### src/hdl/kabf_pkg.sv
// ----------------------------------------------------------------------------
// kabf_pkg: shared types and constants of the angle and bias filter
// Holds command codes, register indexes, formats, request types, saturation.
// ----------------------------------------------------------------------------
`default_nettype none
package kabf_pkg;

	localparam int ANGLE_WIDTH_DEF = 32;
	localparam int COV_WIDTH_DEF = 40;
	localparam int FRAC = 24;
	localparam int WORD_W = 32;
	localparam int CMD_W = 2;
	localparam int DT_W = 24;
	localparam int REG_IDX_W = 2;

	localparam logic [CMD_W-1:0] CMD_UPDATE = 2'd0;
	localparam logic [CMD_W-1:0] CMD_SET = 2'd1;
	localparam logic [CMD_W-1:0] CMD_RESTART = 2'd2;

	localparam logic [REG_IDX_W-1:0] REG_QA = 2'd0;
	localparam logic [REG_IDX_W-1:0] REG_QB = 2'd1;
	localparam logic [REG_IDX_W-1:0] REG_RM = 2'd2;

	localparam logic [WORD_W-1:0] QA_RST = 32'd16777;
	localparam logic [WORD_W-1:0] QB_RST = 32'd50331;
	localparam logic [WORD_W-1:0] RM_RST = 32'd503316;

	localparam logic signed [63:0] DEG_HALF = 64'sd11796480;
	localparam logic signed [63:0] DEG_FULL = 64'sd23592960;

	// multiply request and result between the sequencer and the shared multiplier
	typedef struct packed {
		logic start;
		logic signed [63:0] a;
		logic signed [63:0] b;
	} mul_req_t;

	typedef struct packed {
		logic done;
		logic signed [63:0] p;
	} mul_rsp_t;

	typedef struct packed {
		logic start;
		logic signed [63:0] num;
		logic signed [63:0] den;
	} div_req_t;

	typedef struct packed {
		logic done;
		logic signed [63:0] q;
	} div_rsp_t;

	function automatic logic signed [63:0] sadd(input logic signed [63:0] a,
		input logic signed [63:0] b);
		logic signed [64:0] s;
		s = 65'(a) + 65'(b);
		if (s > 65'sh0_7FFF_FFFF_FFFF_FFFF) return 64'sh7FFF_FFFF_FFFF_FFFF;
		if (s < -65'sh0_8000_0000_0000_0000) return 64'sh8000_0000_0000_0000;
		return s[63:0];
	endfunction

	function automatic logic signed [63:0] ssub(input logic signed [63:0] a,
		input logic signed [63:0] b);
		logic signed [64:0] s;
		s = 65'(a) - 65'(b);
		if (s > 65'sh0_7FFF_FFFF_FFFF_FFFF) return 64'sh7FFF_FFFF_FFFF_FFFF;
		if (s < -65'sh0_8000_0000_0000_0000) return 64'sh8000_0000_0000_0000;
		return s[63:0];
	endfunction

	function automatic logic signed [63:0] sat(input logic signed [63:0] v,
		input int w);
		logic signed [63:0] hi;
		logic signed [63:0] lo;
		hi = (64'sd1 <<< (w - 1)) - 64'sd1;
		lo = -hi - 64'sd1;
		if (w >= 64) return v;
		if (v > hi) return hi;
		if (v < lo) return lo;
		return v;
	endfunction

endpackage
`default_nettype wire

### src/hdl/kabf_mul.sv
// ----------------------------------------------------------------------------
// kabf_mul: shared fixed-point multiplier
// floor(a*b / 2^24) saturated to 64 bits, built from four 32x32 partial
// products issued one per cycle and accumulated.
// ----------------------------------------------------------------------------
`default_nettype none
module kabf_mul (
	input  wire logic clk,
	input  wire logic arst_n,
	input  wire kabf_pkg::mul_req_t req,
	output kabf_pkg::mul_rsp_t rsp
);

	logic [63:0] ua_q, ub_q;
	logic neg_q;
	logic [127:0] acc_q;
	logic [2:0] step_q;
	logic busy_q;
	logic [31:0] opa, opb;
	logic [63:0] pp_s1;
	logic [127:0] qv;
	logic [127:0] qfix;
	logic frac_nz;

	always_comb begin
		case (step_q[1:0])
			2'd0: begin opa = ua_q[31:0]; opb = ub_q[31:0]; end
			2'd1: begin opa = ua_q[31:0]; opb = ub_q[63:32]; end
			2'd2: begin opa = ua_q[63:32]; opb = ub_q[31:0]; end
			default: begin opa = ua_q[63:32]; opb = ub_q[63:32]; end
		endcase
	end

	always_comb begin
		frac_nz = |acc_q[kabf_pkg::FRAC-1:0];
		qv = acc_q >> kabf_pkg::FRAC;
		qfix = qv + ((neg_q && frac_nz) ? 128'd1 : 128'd0);
	end

	always_ff @(posedge clk or negedge arst_n) begin
		if (!arst_n) begin
			busy_q <= 1'b0;
			step_q <= '0;
			rsp.done <= 1'b0;
			rsp.p <= '0;
			ua_q <= '0;
			ub_q <= '0;
			neg_q <= 1'b0;
			acc_q <= '0;
			pp_s1 <= '0;
		end else begin
			rsp.done <= 1'b0;
			if (req.start) begin
				ua_q <= req.a[63] ? 64'(-req.a) : 64'(req.a);
				ub_q <= req.b[63] ? 64'(-req.b) : 64'(req.b);
				neg_q <= req.a[63] ^ req.b[63];
				acc_q <= '0;
				step_q <= '0;
				busy_q <= 1'b1;
			end else if (busy_q) begin
				step_q <= step_q + 3'd1;
				if (step_q <= 3'd3) pp_s1 <= opa * opb;
				// accumulate the product registered in the previous step
				case (step_q)
					3'd1: acc_q <= acc_q + 128'(pp_s1);
					3'd2: acc_q <= acc_q + (128'(pp_s1) << 32);
					3'd3: acc_q <= acc_q + (128'(pp_s1) << 32);
					3'd4: begin
						acc_q <= acc_q + (128'(pp_s1) << 64);
					end
					3'd5: begin
						busy_q <= 1'b0;
						rsp.done <= 1'b1;
						if (neg_q) begin
							if (qfix > 128'h8000_0000_0000_0000)
								rsp.p <= 64'sh8000_0000_0000_0000;
							else
								rsp.p <= 64'(-qfix[63:0]);
						end else begin
							if (qfix > 128'h7FFF_FFFF_FFFF_FFFF)
								rsp.p <= 64'sh7FFF_FFFF_FFFF_FFFF;
							else
								rsp.p <= qfix[63:0];
						end
					end
					default: ;
				endcase
			end
		end
	end

endmodule
`default_nettype wire

### config.mk
export PLATFORM = sky130hd
export DESIGN_NAME = kabf_mul
export DESIGN_NICKNAME = d
export VERILOG_FILES = /design/src/hdl/kabf_pkg.sv /design/src/hdl/kabf_mul.sv
export SDC_FILE = /design/constraint.sdc
export NUM_CORES = 2
export LEC_CHECK = 0
export BUFFER_PORTS_ARGS = -buffer_cell sky130_fd_sc_hd__clkbuf_2
export CORE_MARGIN = 2
export CORE_UTILIZATION = 55
export CTS_CLUSTER_SIZE = 16
export DETAILED_ROUTE_END_ITERATION = 10
export PLACE_DENSITY_LB_ADDON = 0.05
export SLEW_MARGIN = 20
export SYNTH_ARGS = -nofsm -noshare
export SYNTH_HDL_FRONTEND = slang
export SYNTH_SLANG_ARGS = --single-unit
### constraint.sdc
create_clock -name clk -period 9.4 [get_ports clk]
set_clock_uncertainty 0.15 [all_clocks]
set_input_delay 2.35 -clock clk [delete_from_list [all_inputs] [get_ports clk]]
set_output_delay 2.35 -clock clk [all_outputs]
set_load 0.02 [all_outputs]
# Word-level counts from Yosys, hierarchy flattened
# Cells that the tools add are included.
[word_totals]
wordCells = 60
inputBits = 131
latchBits = 0
rom_bits = 0
n_memories = 0
mem_bits_rw = 0
reg_bits = 390
[classes]
addsub = 8
bitwise = 2
muxes = 19
div = 0
shifts = 0
multipliers = 1
reduce_logical = 11
order_cmp = 3
eq_ne = 7
[op_table]
columns = ["operator", "count"]
rows = [
  ["$pmux 128 s3", 1],
  ["$mux 64", 5],
  ["$mux 128", 2],
  ["$mux 65", 3],
  ["$neg 64->64", 3],
  ["$add 128x128->128", 1],
  ["$add 128x64->128", 1],
  ["$add 128x96->128", 1],
  ["$add 104x1->105", 1],
  ["$gt 105x63->1 const B", 1],
  ["$gt 105x64->1 const B", 1],
  ["$mul 32x32->64", 1],
  ["$mux 32", 2],
  ["$reduce_or 24->1", 1],
  ["$eq 3x2->1 const B", 2],
  ["$eq 3x3->1 const B", 2],
  ["$mux 3", 2],
  ["$reduce_and 3->1", 2],
  ["$reduce_or 2->1", 3],
  ["$mux 1", 4],
  ["$reduce_bool 4->1", 1],
  ["$add 3x1->3 const B", 1],
  ["$eq 3x1->1 const B", 1],
  ["$le 3x2->1 const B", 1],
  ["other kinds (8)", 8],
]

# Longest topological paths before layout
[depth]
ltp_word = 10
depth_mapped = 39
mapped_depth_nobuf = 37

# Least setup slack after synthesis
# Ideal clock, no wire load.
[synth_path]
path_type = "register to register"
startpoint = "reg step_q[1]"
endpoint = "reg pp_s1[63]"
setup_time_ps = 124
n_path_buf = 2
setup_slack_ps = -757
arrival_time_ps = 9884
stages_incl_launch_ff = 36
path_cell_list = "dfrtp_1 > inv_1 > ha_1 > nor2_1 > clkbuf_1 > mux2i_1 > clkbuf_1 > nor2_1 > fa_1 > inv_1 > fa_1 > fa_1 > inv_1 > fa_1 > ha_1 > ha_1 > inv_1 > fa_1 > fa_1 > inv_1 > ha_1 > and3_1 > a221o_1 > a221oi_1 > o31ai_1 > a31o_2 > a211oi_1 > o2bb2ai_1 > a31oi_1 > and2_1 > o21ai_0 > a21oi_1 > o41ai_1 > o21ai_0 > nor3_1 > a211o_1"
[synth_via]
elab_chain_len = 4
word_cells_on_any_way = 10
cone_classes = "mul (1); order compare (1); eq/ne (2); mux (2); reduce/logical (4)"
[synth_lines]
columns = ["item", "line", "rtl"]
rows = [
  ["from (decl)", "kabf_mul.sv:17", "logic [2:0] step_q;"],
  ["from (signal assigned)", "kabf_mul.sv:61", "step_q <= step_q + 3'd1;"],
  ["$eq 2x1->1 (tied with other cells)", "kabf_mul.sv:26", "case (step_q[1:0])"],
  ["$reduce_or 2->1 (no source line)", "n/a", ""],
  ["$mux 32", "kabf_mul.sv:26", ""],
  ["$mul 32x32->64", "kabf_mul.sv:62", "if (step_q <= 3'd3) pp_s1 <= opa * opb;"],
  ["to (signal assigned)", "kabf_mul.sv:62", ""],
  ["to (decl)", "kabf_mul.sv:20", "logic [63:0] pp_s1;"],
]
# Several ways; a longest one is shown, not always the timed one.
# A chain may end at the register's enable or synchronous reset.

# Worst setup path in the final report
[layout_path]
startpoint = "reg step_q[0]"
endpoint = "reg pp_s1[56]"
# Same word-level chain as after synthesis.

==> results.tsv <==
stage	metric	value	unit
worst_hold_path	worstHoldPathType	flop to flop	
drt	drt_pass1_iterations	6	
setup_path	crit_path_end_kind	flop	
finish	antenna_cells	0	
synth	ys_ff_latch	390	
global_routing	antenna_found_initial	0	
sta	rsz0062_at_grt	true	
cts	cts.sinks	390	
placed_design	gp_congestion	1.045	
drt	drcViolationCount	0	
sta	fin_crit_sh	0.9979	
synth	synthArstFlopShare	1.000	
sta	slew_violations	0	
floorplan	fp.dieW	356.1	um
cts	cts_hold_buf	0	
synth	post-synth-top-count-cell	inv_1	
setup_path	crit_top_cell	fa_1	
setup_path	startpoint_type	flop	
cts	numCtsBuffers	49	
cts	clk_pin_slew_worst_paths	0.07	ns
cts	cts_root_buffer	clkbuf_16	
flow_run	maxCapViolCount	0	
synth	ys_seq_area_frac	0.1431	
drt	vias_per_cell	6.113	
global_routing	grt_usage	0.4056	
floorplan	num_rows	129	
global_routing	grt_pass1_wl	386900	um
global_routing	grt_max_degree	147	
setup_path	cpPeakStageDelay	0.57	ns
sta	timing_hold_violations_final	0	
cts	cts_buffer_depth	3	
synth	syn_nets	9811	
synth	avgSynthCellArea	8.202	sq um
setup_path	crit_arrival	9.82	ns
drt	wl_per_cell	24.96	um
synth	ys_top_cells_by_area	fa_1 26%, dfrtp_1 14%, ha_1 8.5%, inv_1 5.6%, nand2_1 5.4%	
placed_design	dpl.hpwl	211600	um
finish	drive_gt1_frac	0.1408	
synth	synthCells	8315	
synth	synth_mux_area_frac	0.02216	
synth	synth_edf_count	0	
sta	min_period	9.380	ns
worst_hold_path	min_from	rsp[50]$_DFFE_PN0P_	
floorplan	coreArea	123300	sq um
cts	worstSkewPairLatency	0.68	ns
sta	setup_viol	0	
synth	synthAdderAreaFrac	0.3494	
global_routing	grt_overflow	0	
sta	layout_setup_ws	0.01987	ns
sta	relSlewSlack	0.1732	
drt	drt-total-wl	259100	um
floorplan	fp.dieH	356.1	um
placed_design	portBuffers	195	
setup_path	path_class	flop to flop	
synth	synth_top_family_by_area	adder cells	
drt	antenna_left	0	
setup_path	reg2reg_from	step_q[0]$_DFFE_PN0N_	
synth	yosys.area.top_type	fa_1	
sta	worstMarginPinSlew	1.239	ns
floorplan	io-pin-count	196	
setup_path	crit_slowest_cell	fa_2	
global_routing	grt_pass1_vias	63189	
drt	vias	63482	
drt	dr.first_iter.drc_count	6110	
synth	synth_compound_area_frac	0.1568	
floorplan	initial_core_util	0.5531	
setup_path	required	9.84	ns
synth	synthTopCellsByCount	1009 x inv_1, 982 x nand2_1, 963 x nor2_1, 899 x fa_1, 503 x a21oi_1	
synth	synthXorXnorAreaFrac	0.06665	
placed_design	place_ws	-0.5288	ns
synth	synth_flop_cell	dfrtp_1	
floorplan	die_area	126800	sq um
synth	ys_types	95	
finish	area_growth	14.36	%
outcome	status	completed	
synth	synth_top_area_frac	0.2639	
finish	final_nets	10207	
synth	syn-cell-area	68200	sq um
sta	clock.fmax	0.1066	GHz
setup_path	worstSetupStartpoint	step_q[0]$_DFFE_PN0N_	
cts	tritoncts	yes	
synth	ys_warn_count	0	
cts	h-tree-depth	2	
setup_path	worstPathMaxFanout	7	
synth	yosys.area_share.simple	0.1805	
[layout make-up]
cell class | instances | area (sq um)
clock inverters | 25 | 319.1
inverters | 1010 | 3794
multi-input cells | 6466 | 54180
fillers | 10784 | 45320
flip-flops and latches | 390 | 9762
clock buffers | 62 | 1345
repair buffers | 794 | 6550
well taps | 1637 | 2048
[timing repair]
| item | 4_1_cts | 5_1_grt |
|---|---|---|
| resized for setup | 80 | 205 |
| buffers inserted | 24 | 60 |
| pin swaps | 41 | 129 |
| endpoints found under the setup margin | 21 | 23 |
| gates cloned | 4 | 3 |
[final timing paths]
check | end | slack, ns | cells past startpoint
max | pp_s1[56]$_DFFE_PN0P_ | 0.02 | 37
min | rsp[50]$_DFFE_PN0P_ | 0.33 | 1
max reg2reg | pp_s1[56]$_DFFE_PN0P_ | 0.02 | 37
min in group asynchronous | rsp[3]$_DFFE_PN0P_ | 1.45 | 1
max in group asynchronous | ua_q[30]$_DFFE_PN0P_ | 5.67 | 3
min reg2reg | rsp[50]$_DFFE_PN0P_ | 0.33 | 1
[stage by stage]
step                      hold WS, ns  setup TNS, ns  instances  utilization  cell area (sq um)
after floorplan                0.3281              0       8315            -              68490
after global placement         0.3083         -3.593      10205       0.6013              74140
after detailed placement       0.3233         -5.517      10205       0.6013              74150
after CTS                      0.3362              0      10320       0.6203              76500
after global routing           0.3469         -2.271      10384       0.6325              77990
final                          0.3291              0      10384       0.6325              77990
[placed cells by master (no fill, tap or decap), types with 282 or more instances in the layout]
master   count
a21oi_1    484
buf_4      479
dfrtp_1    388
fa_1       867
ha_1       437
inv_1      993
nand2_1    978
nor2_1     938
o21ai_0    414
xor2_1     282
[flip-flops by register name (all words and copies together), names as in the netlist]
signal  cells
rsp        65
acc_q     128
pp_s1      64
step_q      3
ua_q       64
neg_q       1
ub_q       64
busy_q      1
[metal layers]
metal  track usage  vias to the layer above  wire length [um]
li1              -                    28389                 -
met1        0.5106                    30991             98600
met2        0.6406                     3315            114700
met3       0.07182                      787             23580
met4        0.2729                        0             22300
met5             0                        -                 0
[worst max-delay path: cells and delay by family (launching register included)]
kind	cells	cell delay (ns)
flip-flops	1	0.41
adder cells (fa/ha/maj)	10	4.28
multiplexers	1	0.30
XOR/XNOR	1	0.14
AO/OA/AOI/OAI	8	1.51
AND/OR/NAND/NOR	7	1.41
buffers and inverters	10	1.05
[cell families (layout without fill, tap and decap cells)]
family	Yosys count	after routing
mux	142	142
xor+xnor	519	519
fa+ha+maj	1365	1365
compound gates	1696	1696
buf+inv	1459	1891
flops	390	390
simple gates	2744	2744
Power is not shown: default switching activity piles up to over one toggle a cycle in this logic, so the estimate is an artifact.
