==> src/hdl/kabf_pkg.sv <==
// ----------------------------------------------------------------------------
// kabf_pkg: shared types and constants of the angle and bias filter
// Holds command codes, register indexes, formats, request types, saturation.
// ----------------------------------------------------------------------------
`default_nettype none
package kabf_pkg;

	localparam int ANGLE_WIDTH_DEF = 32;
	localparam int COV_WIDTH_DEF = 40;
	localparam int FRAC = 24;
	localparam int WORD_W = 32;
	localparam int CMD_W = 2;
	localparam int DT_W = 24;
	localparam int REG_IDX_W = 2;

	localparam logic [CMD_W-1:0] CMD_UPDATE = 2'd0;
	localparam logic [CMD_W-1:0] CMD_SET = 2'd1;
	localparam logic [CMD_W-1:0] CMD_RESTART = 2'd2;

	localparam logic [REG_IDX_W-1:0] REG_QA = 2'd0;
	localparam logic [REG_IDX_W-1:0] REG_QB = 2'd1;
	localparam logic [REG_IDX_W-1:0] REG_RM = 2'd2;

	localparam logic [WORD_W-1:0] QA_RST = 32'd16777;
	localparam logic [WORD_W-1:0] QB_RST = 32'd50331;
	localparam logic [WORD_W-1:0] RM_RST = 32'd503316;

	localparam logic signed [63:0] DEG_HALF = 64'sd11796480;
	localparam logic signed [63:0] DEG_FULL = 64'sd23592960;

	// multiply request and result between the sequencer and the shared multiplier
	typedef struct packed {
		logic start;
		logic signed [63:0] a;
		logic signed [63:0] b;
	} mul_req_t;

	typedef struct packed {
		logic done;
		logic signed [63:0] p;
	} mul_rsp_t;

	typedef struct packed {
		logic start;
		logic signed [63:0] num;
		logic signed [63:0] den;
	} div_req_t;

	typedef struct packed {
		logic done;
		logic signed [63:0] q;
	} div_rsp_t;

	function automatic logic signed [63:0] sadd(input logic signed [63:0] a,
		input logic signed [63:0] b);
		logic signed [64:0] s;
		s = 65'(a) + 65'(b);
		if (s > 65'sh0_7FFF_FFFF_FFFF_FFFF) return 64'sh7FFF_FFFF_FFFF_FFFF;
		if (s < -65'sh0_8000_0000_0000_0000) return 64'sh8000_0000_0000_0000;
		return s[63:0];
	endfunction

	function automatic logic signed [63:0] ssub(input logic signed [63:0] a,
		input logic signed [63:0] b);
		logic signed [64:0] s;
		s = 65'(a) - 65'(b);
		if (s > 65'sh0_7FFF_FFFF_FFFF_FFFF) return 64'sh7FFF_FFFF_FFFF_FFFF;
		if (s < -65'sh0_8000_0000_0000_0000) return 64'sh8000_0000_0000_0000;
		return s[63:0];
	endfunction

	function automatic logic signed [63:0] sat(input logic signed [63:0] v,
		input int w);
		logic signed [63:0] hi;
		logic signed [63:0] lo;
		hi = (64'sd1 <<< (w - 1)) - 64'sd1;
		lo = -hi - 64'sd1;
		if (w >= 64) return v;
		if (v > hi) return hi;
		if (v < lo) return lo;
		return v;
	endfunction

endpackage
`default_nettype wire

==> src/hdl/kabf_div.sv <==
// ----------------------------------------------------------------------------
// kabf_div: shared restoring divider
// (num * 2^24) / den truncated toward zero, one quotient bit per cycle.
// ----------------------------------------------------------------------------
`default_nettype none
module kabf_div (
	input  wire logic clk,
	input  wire logic arst_n,
	input  wire kabf_pkg::div_req_t req,
	output kabf_pkg::div_rsp_t rsp
);

	logic [127:0] num_q;
	logic [127:0] quo_q;
	logic [63:0] den_q;
	logic [64:0] rem_q;
	logic neg_q;
	logic [6:0] cnt_q;
	logic busy_q;
	logic [64:0] rem_sh;
	logic ge;

	always_comb begin
		rem_sh = {rem_q[63:0], num_q[127]};
		ge = rem_sh >= {1'b0, den_q};
	end

	always_ff @(posedge clk or negedge arst_n) begin
		if (!arst_n) begin
			busy_q <= 1'b0;
			cnt_q <= '0;
			rsp.done <= 1'b0;
			rsp.q <= '0;
			num_q <= '0;
			quo_q <= '0;
			den_q <= '0;
			rem_q <= '0;
			neg_q <= 1'b0;
		end else begin
			rsp.done <= 1'b0;
			if (req.start) begin
				num_q <= 128'(req.num[63] ? 64'(-req.num) : 64'(req.num))
					<< kabf_pkg::FRAC;
				den_q <= req.den[63] ? 64'(-req.den) : 64'(req.den);
				neg_q <= req.num[63] ^ req.den[63];
				rem_q <= '0;
				quo_q <= '0;
				cnt_q <= '0;
				busy_q <= 1'b1;
			end else if (busy_q) begin
				num_q <= num_q << 1;
				rem_q <= ge ? rem_sh - {1'b0, den_q} : rem_sh;
				quo_q <= {quo_q[126:0], ge};
				// count stays at the last bit so the result step can see it
				if (cnt_q == 7'd127) busy_q <= 1'b0;
				else cnt_q <= cnt_q + 7'd1;
			end else if (cnt_q == 7'd127) begin
				cnt_q <= '0;
				rsp.done <= 1'b1;
				if (neg_q) begin
					if (quo_q >= 128'h8000_0000_0000_0000)
						rsp.q <= 64'sh8000_0000_0000_0000;
					else
						rsp.q <= 64'(-quo_q[63:0]);
				end else begin
					if (quo_q > 128'h7FFF_FFFF_FFFF_FFFF)
						rsp.q <= 64'sh7FFF_FFFF_FFFF_FFFF;
					else
						rsp.q <= quo_q[63:0];
				end
			end
		end
	end

endmodule
`default_nettype wire

==> config.mk <==
export PLATFORM = sky130hd
export DESIGN_NAME = kabf_div
export DESIGN_NICKNAME = d
export VERILOG_FILES = /design/src/hdl/kabf_pkg.sv /design/src/hdl/kabf_div.sv
export SDC_FILE = /design/constraint.sdc
export NUM_CORES = 1
export LEC_CHECK = 0
export BUFFER_PORTS_ARGS = -buffer_cell sky130_fd_sc_hd__buf_2
export CELL_PAD_IN_SITES_DETAIL_PLACEMENT = 0
export CELL_PAD_IN_SITES_GLOBAL_PLACEMENT = 1
export CORE_UTILIZATION = 40
export DETAILED_ROUTE_END_ITERATION = 8
export GPL_TIMING_DRIVEN = 1
export PLACE_DENSITY_LB_ADDON = 0.05
export SETUP_SLACK_MARGIN = 0.3
export SLEW_MARGIN = 25
export SYNTH_ARGS = -nofsm -noshare
export SYNTH_HDL_FRONTEND = slang
export SYNTH_SLANG_ARGS = --single-unit
==> constraint.sdc <==
create_clock -name clk -period 4 [get_ports clk]
set_clock_uncertainty 0.15 [all_clocks]
set_input_delay 0.2 -clock clk [delete_from_list [all_inputs] [get_ports clk]]
set_output_delay 0.2 -clock clk [all_outputs]
set_load 0.05 [all_outputs]
# [After elaboration in Yosys (flattened, before gate mapping)]
# Index checks and enable logic that the tools add are counted.
[word_totals] reg_bits=458 output_inout_bits=65 word_cells=48
[classes] addsub=5 n_lt_le_gt_ge=3 eq_ne=2 muxes=22 n_bitwise=3 reduce_logical=4
[op_table] op="$mux 128" count=4
[op_table] op="$mux 64" count=7
[op_table] op="$mux 65" count=3
[op_table] op="$neg 64->64" count=3
[op_table] op="$ge 128x64->1 const B" count=1
[op_table] op="$gt 128x63->1 const B" count=1
[op_table] op="$mux 104" count=1
[op_table] op="$ge 65x64->1" count=1
[op_table] op="$sub 64x64->64" count=1
[op_table] op="$mux 7" count=4
[op_table] op="$add 7x1->7 const B" count=1
[op_table] op="$eq 7x7->1 const B" count=1
[op_table] op="$mux 1" count=3
[op_table] op="$ne 3x3->1 const B" count=1
[op_table] op="$reduce_and 3->1" count=1
[op_table] op="$reduce_bool 3->1" count=1
[op_table] op="$not 1->1" count=2
[op_table] op="$reduce_and 2->1" count=1
[op_table] op="$reduce_bool 2->1" count=1
[op_table] op="$xor 1x1->1" count=1

# [Depth between registers and ports, before layout]
[logic_depth] word_depth=6 mapped_depth=16

# [Worst setup path after synthesis]
# No wires, ideal clock.
[synth_timing] path_type="input to register" startpoint="input port req[8] in the netlist's numbering" endpoint="register den_q[59]" arrival_ns=3.624 slack_ns=0.089 cell_stages=10 cell_sequence="or4_4 or4_4 or3_1 or4_4 or3_4 or4_4 or3_4 o31ai_2 xor2_1 a21oi_1"
[synth_via] elab_chain_len=2
[synth_rtl] element="start, declared" line="kabf_div.sv:9" source="input wire kabf_pkg::div_req_t req,"
[synth_rtl] element="$neg 64->64" line="kabf_div.sv:44" source="den_q <= req.den[63] ? 64'(-req.den) : 64'(req.den);"
[synth_rtl] element="$mux 64" line="kabf_div.sv:44"
[synth_rtl] element="end signal, assigned" line="kabf_div.sv:44"
[synth_rtl] element="end, declared" line="kabf_div.sv:15" source="logic [63:0] den_q;"
# No other way between the ends.
# A chain may end at the register's enable or synchronous reset.

# [Final worst setup path]
[layout_timing] startpoint="input port req[97] in the netlist's numbering" endpoint="register num_q[76]"
[layout_via] elab_chain_len=3
[layout_rtl] element="$neg 64->64" line="kabf_div.sv:42" source="num_q <= 128'(req.num[63] ? 64'(-req.num) : 64'(req.num))"
[layout_rtl] element="$mux 104" line="kabf_div.sv:42"
[layout_rtl] element="$mux 128" line="kabf_div.sv:41" source="if (req.start) begin"
[layout_rtl] element="end signal, assigned" line="kabf_div.sv:42"
[layout_rtl] element="end signal, assigned" line="kabf_div.sv:51" source="num_q <= num_q << 1;"
[layout_rtl] element="end, declared" line="kabf_div.sv:13" source="logic [127:0] num_q;"
# No other way between the ends.

==> impl_metrics.prom <==
# TYPE chip_impl_metric gauge
chip_impl_info{name="run_status",value="finished clean"} 1
chip_impl_metric{name="path_clk_slew",unit="ns"} 0.06
chip_impl_metric{name="drc",unit=""} 0
chip_impl_info{name="cpMaxStageDelayCell",value="or4_1"} 1
chip_impl_metric{name="floorplan.core_area",unit="µm²"} 64900
chip_impl_metric{name="fp.dieArea",unit="µm²"} 67200
chip_impl_metric{name="worst-r2r-setup-slack",unit="ns"} 0.42
chip_impl_metric{name="yosysWarnings",unit=""} 0
chip_impl_info{name="synthDominantAreaCellType",value="dfrtp_1"} 1
chip_impl_metric{name="worst_skew_pair.late_latency",unit="ns"} 0.62
chip_impl_metric{name="ir_drop",unit="V"} 0.000328
chip_impl_metric{name="drt_first_iter_violations",unit=""} 1359
chip_impl_info{name="setup.worst_path.class",value="input port to register"} 1
chip_impl_metric{name="detail_route.vias_per_cell",unit=""} 5.43
chip_impl_metric{name="synth_edf_count",unit=""} 0
chip_impl_metric{name="wl_per_cell",unit="µm"} 17.2
chip_impl_metric{name="finalPower",unit="µW"} 17200
chip_impl_metric{name="antenna-diode-count",unit=""} 0
chip_impl_info{name="critical_path.reg2reg.startpoint",value="num_q[127]"} 1
chip_impl_metric{name="p_clk_share",unit="%"} 29.1
chip_impl_info{name="min_to",value="den_q[44]"} 1
chip_impl_metric{name="dr.pass1.iters",unit=""} 5
chip_impl_metric{name="place_area",unit="µm²"} 29000
chip_impl_info{name="yosysMostFrequentCell",value="dfrtp_1"} 1
chip_impl_metric{name="starting_density",unit="%"} 40.7
chip_impl_metric{name="post_synth.cell_area_avg",unit="µm²"} 8.61
chip_impl_metric{name="cellInternalPower",unit="µW"} 10900
chip_impl_metric{name="worstMarginPinSlew",unit="ns"} 1.02
chip_impl_metric{name="h_tree_lvl_count",unit=""} 2
chip_impl_info{name="postSynth.topFlopCell",value="dfrtp_1"} 1
chip_impl_metric{name="min_delay_path_depth",unit=""} 4
chip_impl_metric{name="min_period",unit="ns"} 3.65
chip_impl_info{name="holdCritPathClass",value="input port to register"} 1
chip_impl_info{name="worst_setup_path_end_kind",value="register"} 1
chip_impl_metric{name="fmaxAchievable",unit="MHz"} 274
chip_impl_metric{name="postSynthRegisterBits",unit=""} 434
chip_impl_metric{name="dp_hpwl",unit="µm"} 51000
chip_impl_metric{name="grt_overflow",unit=""} 0
chip_impl_info{name="timing.critical_path.from_type",value="input port"} 1
chip_impl_metric{name="postSynthNetCount",unit=""} 3273
chip_impl_metric{name="first_pass_grt_wire_length",unit="µm"} 121000
chip_impl_metric{name="timing.critical_path.slowest_cell_delay",unit="ns"} 0.60
chip_impl_metric{name="worst_slack",unit="ns"} 0.353
chip_impl_metric{name="die-width",unit="µm"} 259
chip_impl_metric{name="syn_to_final_growth",unit="%"} 26.0
chip_impl_metric{name="number_of_primary_i_o_pins",unit=""} 196
chip_impl_info{name="timing.critical_path.cells",value="dlygate4sd3_1 > buf_2 > or4_1 > or3_1 > nor4_2 > nand3_1 > nand2_1 > xnor2_1 > nand2_1 > dlygate4sd3_1 > o21ai_0 > dlygate4sd3_1"} 1
chip_impl_info{name="tritoncts",value="yes"} 1
chip_impl_metric{name="cts_buffer_depth",unit=""} 3
chip_impl_metric{name="synth-seq-area-share",unit="%"} 41.0
chip_impl_metric{name="max_cap_viol_count",unit=""} 0
chip_impl_metric{name="number_of_vias_after_detailed_routing",unit=""} 23700
chip_impl_metric{name="final-max-slew-violation-count",unit=""} 0
chip_impl_metric{name="timing.final.setup_violations",unit=""} 0
chip_impl_metric{name="required_time_of_the_critical_path",unit="ns"} 4.40
chip_impl_metric{name="gate_count_post_synth",unit=""} 3073
chip_impl_info{name="reg2reg_to",value="rem_q[60]"} 1
chip_impl_metric{name="grt_start_max_net_pins",unit=""} 180
chip_impl_info{name="grt_setup_unrepaired",value="yes"} 1
chip_impl_info{name="hold_path.startpoint",value="req[44]"} 1
chip_impl_metric{name="hold_viol",unit=""} 0
chip_impl_metric{name="slew_margin_rel",unit="%"} 32.0
chip_impl_metric{name="leakage",unit="µW"} 0.0165
chip_impl_metric{name="ys_types",unit=""} 70
chip_impl_info{name="post_synth_top_cells",value="dfrtp_1 (434), nor2_1 (392), o21ai_0 (289)"} 1
chip_impl_metric{name="preCtsSetupSlack",unit="ns"} -0.137
chip_impl_metric{name="cell_area_synth",unit="µm²"} 26500
chip_impl_metric{name="power.share.switching",unit="%"} 36.6
chip_impl_metric{name="rows",unit=""} 93
chip_impl_metric{name="worstPathArrival",unit="ns"} 4.05
chip_impl_metric{name="track_usage",unit="%"} 21.8
chip_impl_metric{name="grt_antenna_before_repair",unit=""} 0
chip_impl_metric{name="final_net_count",unit=""} 3664
chip_impl_metric{name="comb_power_share",unit="%"} 40.4
chip_impl_metric{name="timing.final.crit_share",unit="%"} 91.2
chip_impl_metric{name="cts_num_sinks",unit=""} 434
chip_impl_metric{name="vias_in_the_first_global_route",unit=""} 23000
chip_impl_metric{name="numPortBuffers",unit=""} 195
chip_impl_metric{name="fin_util",unit="%"} 51.4
chip_impl_metric{name="total_switching_power",unit="µW"} 6280
chip_impl_info{name="cpMostUsedCell",value="dlygate4sd3_1"} 1
chip_impl_metric{name="crit_path_max_fanout",unit=""} 4
chip_impl_metric{name="design_area",unit="µm²"} 33300
chip_impl_metric{name="postRouteWirelength",unit="µm"} 74900
chip_impl_metric{name="worst_r2r_path_depth",unit=""} 15
chip_impl_metric{name="chipHeight",unit="µm"} 259
chip_impl_metric{name="ys_async_sr_fraction",unit="%"} 100
chip_impl_metric{name="gp_routability_congestion",unit=""} 0.875
chip_impl_info{name="leading_cell_types_by_total_area_after_synthesis",value="dfrtp_1 (41%), mux2i_1 (8.4%), nor2_1 (5.6%)"} 1
chip_impl_metric{name="netlist.area_leader.share",unit="%"} 41.0
chip_impl_metric{name="cts-buffers-inserted",unit=""} 52
chip_impl_metric{name="p_per_area",unit="nW/µm²"} 515
chip_impl_metric{name="share_of_layout_cells_above_drive_strength_1",unit="%"} 15.2
chip_impl_info{name="clock_tree_root",value="clkbuf_16"} 1
chip_impl_metric{name="seq_power_share",unit="%"} 30.5
chip_impl_metric{name="ant_nets",unit=""} 0
-- how the worst max path moves through the flow --
stage / from / end / slack (ns) / depth (start not counted)
2_1_floorplan: req[8] / den_q[59] / 0.09 / 10
3_3_place_gp: req[8] / den_q[57] / -0.09 / 11
3_5_place_dp: req[30] / den_q[59] / -0.14 / 13
4_1_cts: req[71] / num_q[76] / 0.31 / 15
5_1_grt: num_q[127] / rem_q[60] / 0.21 / 15
6_report: req[97] / num_q[76] / 0.35 / 12
-- stage by stage --
step                std cells  setup TNS, ns  hold slack [ns]
CTS                      4361              0          0.00146
global route             4362              0           0.0316
global placement         4060         -0.233            0.161
floorplan                3073              0           -0.246
detailed placement       4060         -0.380            0.167
finish                   4362              0           0.0250
-- repair_timing --
action / CTS / global route
hold buffers: 200 / 0
setup buffers: 4 / 3
endpoints found under the setup margin: 69 / 93
resized for setup: 24 / 60
pin swaps: 6 / 15
cloned: 0 / 0
hold endpoints to repair: 260 / 0
-- power groups by stage --
stage	Clock, µW	Combinational (µW)	Sequential (µW)
detailed placement	0	6430	5300
global route	5330	7660	5300
finish	5000	6940	5240
floorplan	0	4200	5310
global placement	0	6410	5290
CTS	5150	6750	5230
-- metal layers --
layer / wire length [µm] / GRT usage [%] / vias up
li1: - / - / 11700
met1: 35800 / 30.9 / 11400
met2: 34800 / 35.4 / 443
met3: 2560 / 2.18 / 105
met4: 1740 / 6.18 / 0
met5: 0 / 0 / -
-- worst max-delay path, delay by kind of cell --
family	cells	cell delay, ns
AO/OA/AOI/OAI	1	0.07
AND/OR/NAND/NOR	6	1.79
buffers and inverters	4	1.86
XOR/XNOR	1	0.12
-- state kept, by name, summed over array words and instances (netlist names) --
register and count:
cnt_q 7, rsp 65, rem_q 64, neg_q 1
den_q 64, busy_q 1, num_q 104, quo_q 128
-- cells by family (layout without fill, tap and decap cells) --
group / Yosys count / count (layout) / synth area share, %
simple gates: 985 / 985 / 17.3
xor+xnor: 179 / 179 / 5.93
mux: 225 / 225 / 8.53
fa+ha+maj: 69 / 69 / 3.29
buf+inv: 320 / 754 / 4.57
flops: 434 / 434 / 41.0
compound gates: 861 / 861 / 19.3
-- layout by cell type (no fill, tap or decap), drive strengths merged, types with 27 or more instances in the layout --
| cell | synthesis | final |
|---|---|---|
| o21ai | 289 | 289 |
| o22ai | 33 | 33 |
| nor4 | 37 | 37 |
| dfrtp | 434 | 434 |
| nand3 | 27 | 27 |
| buf | 30 | 351 |
| a211oi | 68 | 68 |
| nand2 | 253 | 253 |
| ha | 68 | 68 |
| dlygate4sd3 | 0 | 198 |
| nor3 | 52 | 52 |
| xor2 | 87 | 87 |
| o31ai | 46 | 46 |
| or3 | 49 | 49 |
| xnor2 | 92 | 92 |
| mux2i | 221 | 221 |
| nor2 | 392 | 392 |
| clkbuf | 182 | 68 |
| nor2b | 32 | 32 |
| or4 | 28 | 28 |
| a21o | 29 | 29 |
| inv | 108 | 109 |
| a21oi | 270 | 270 |
| nand4 | 44 | 44 |
-- layout make-up --
class / count / area (µm²)
Fill cell: 6152 / 31600
Multi-Input combinational cell: 2319 / 14900
Sequential cell: 434 / 10900
Timing Repair Buffer: 549 / 4310
Clock buffer: 68 / 1450
Tap cell: 855 / 1070
Inverter: 108 / 405
Clock inverter: 29 / 395
Note: power is estimated with default switching activity, not from simulation.
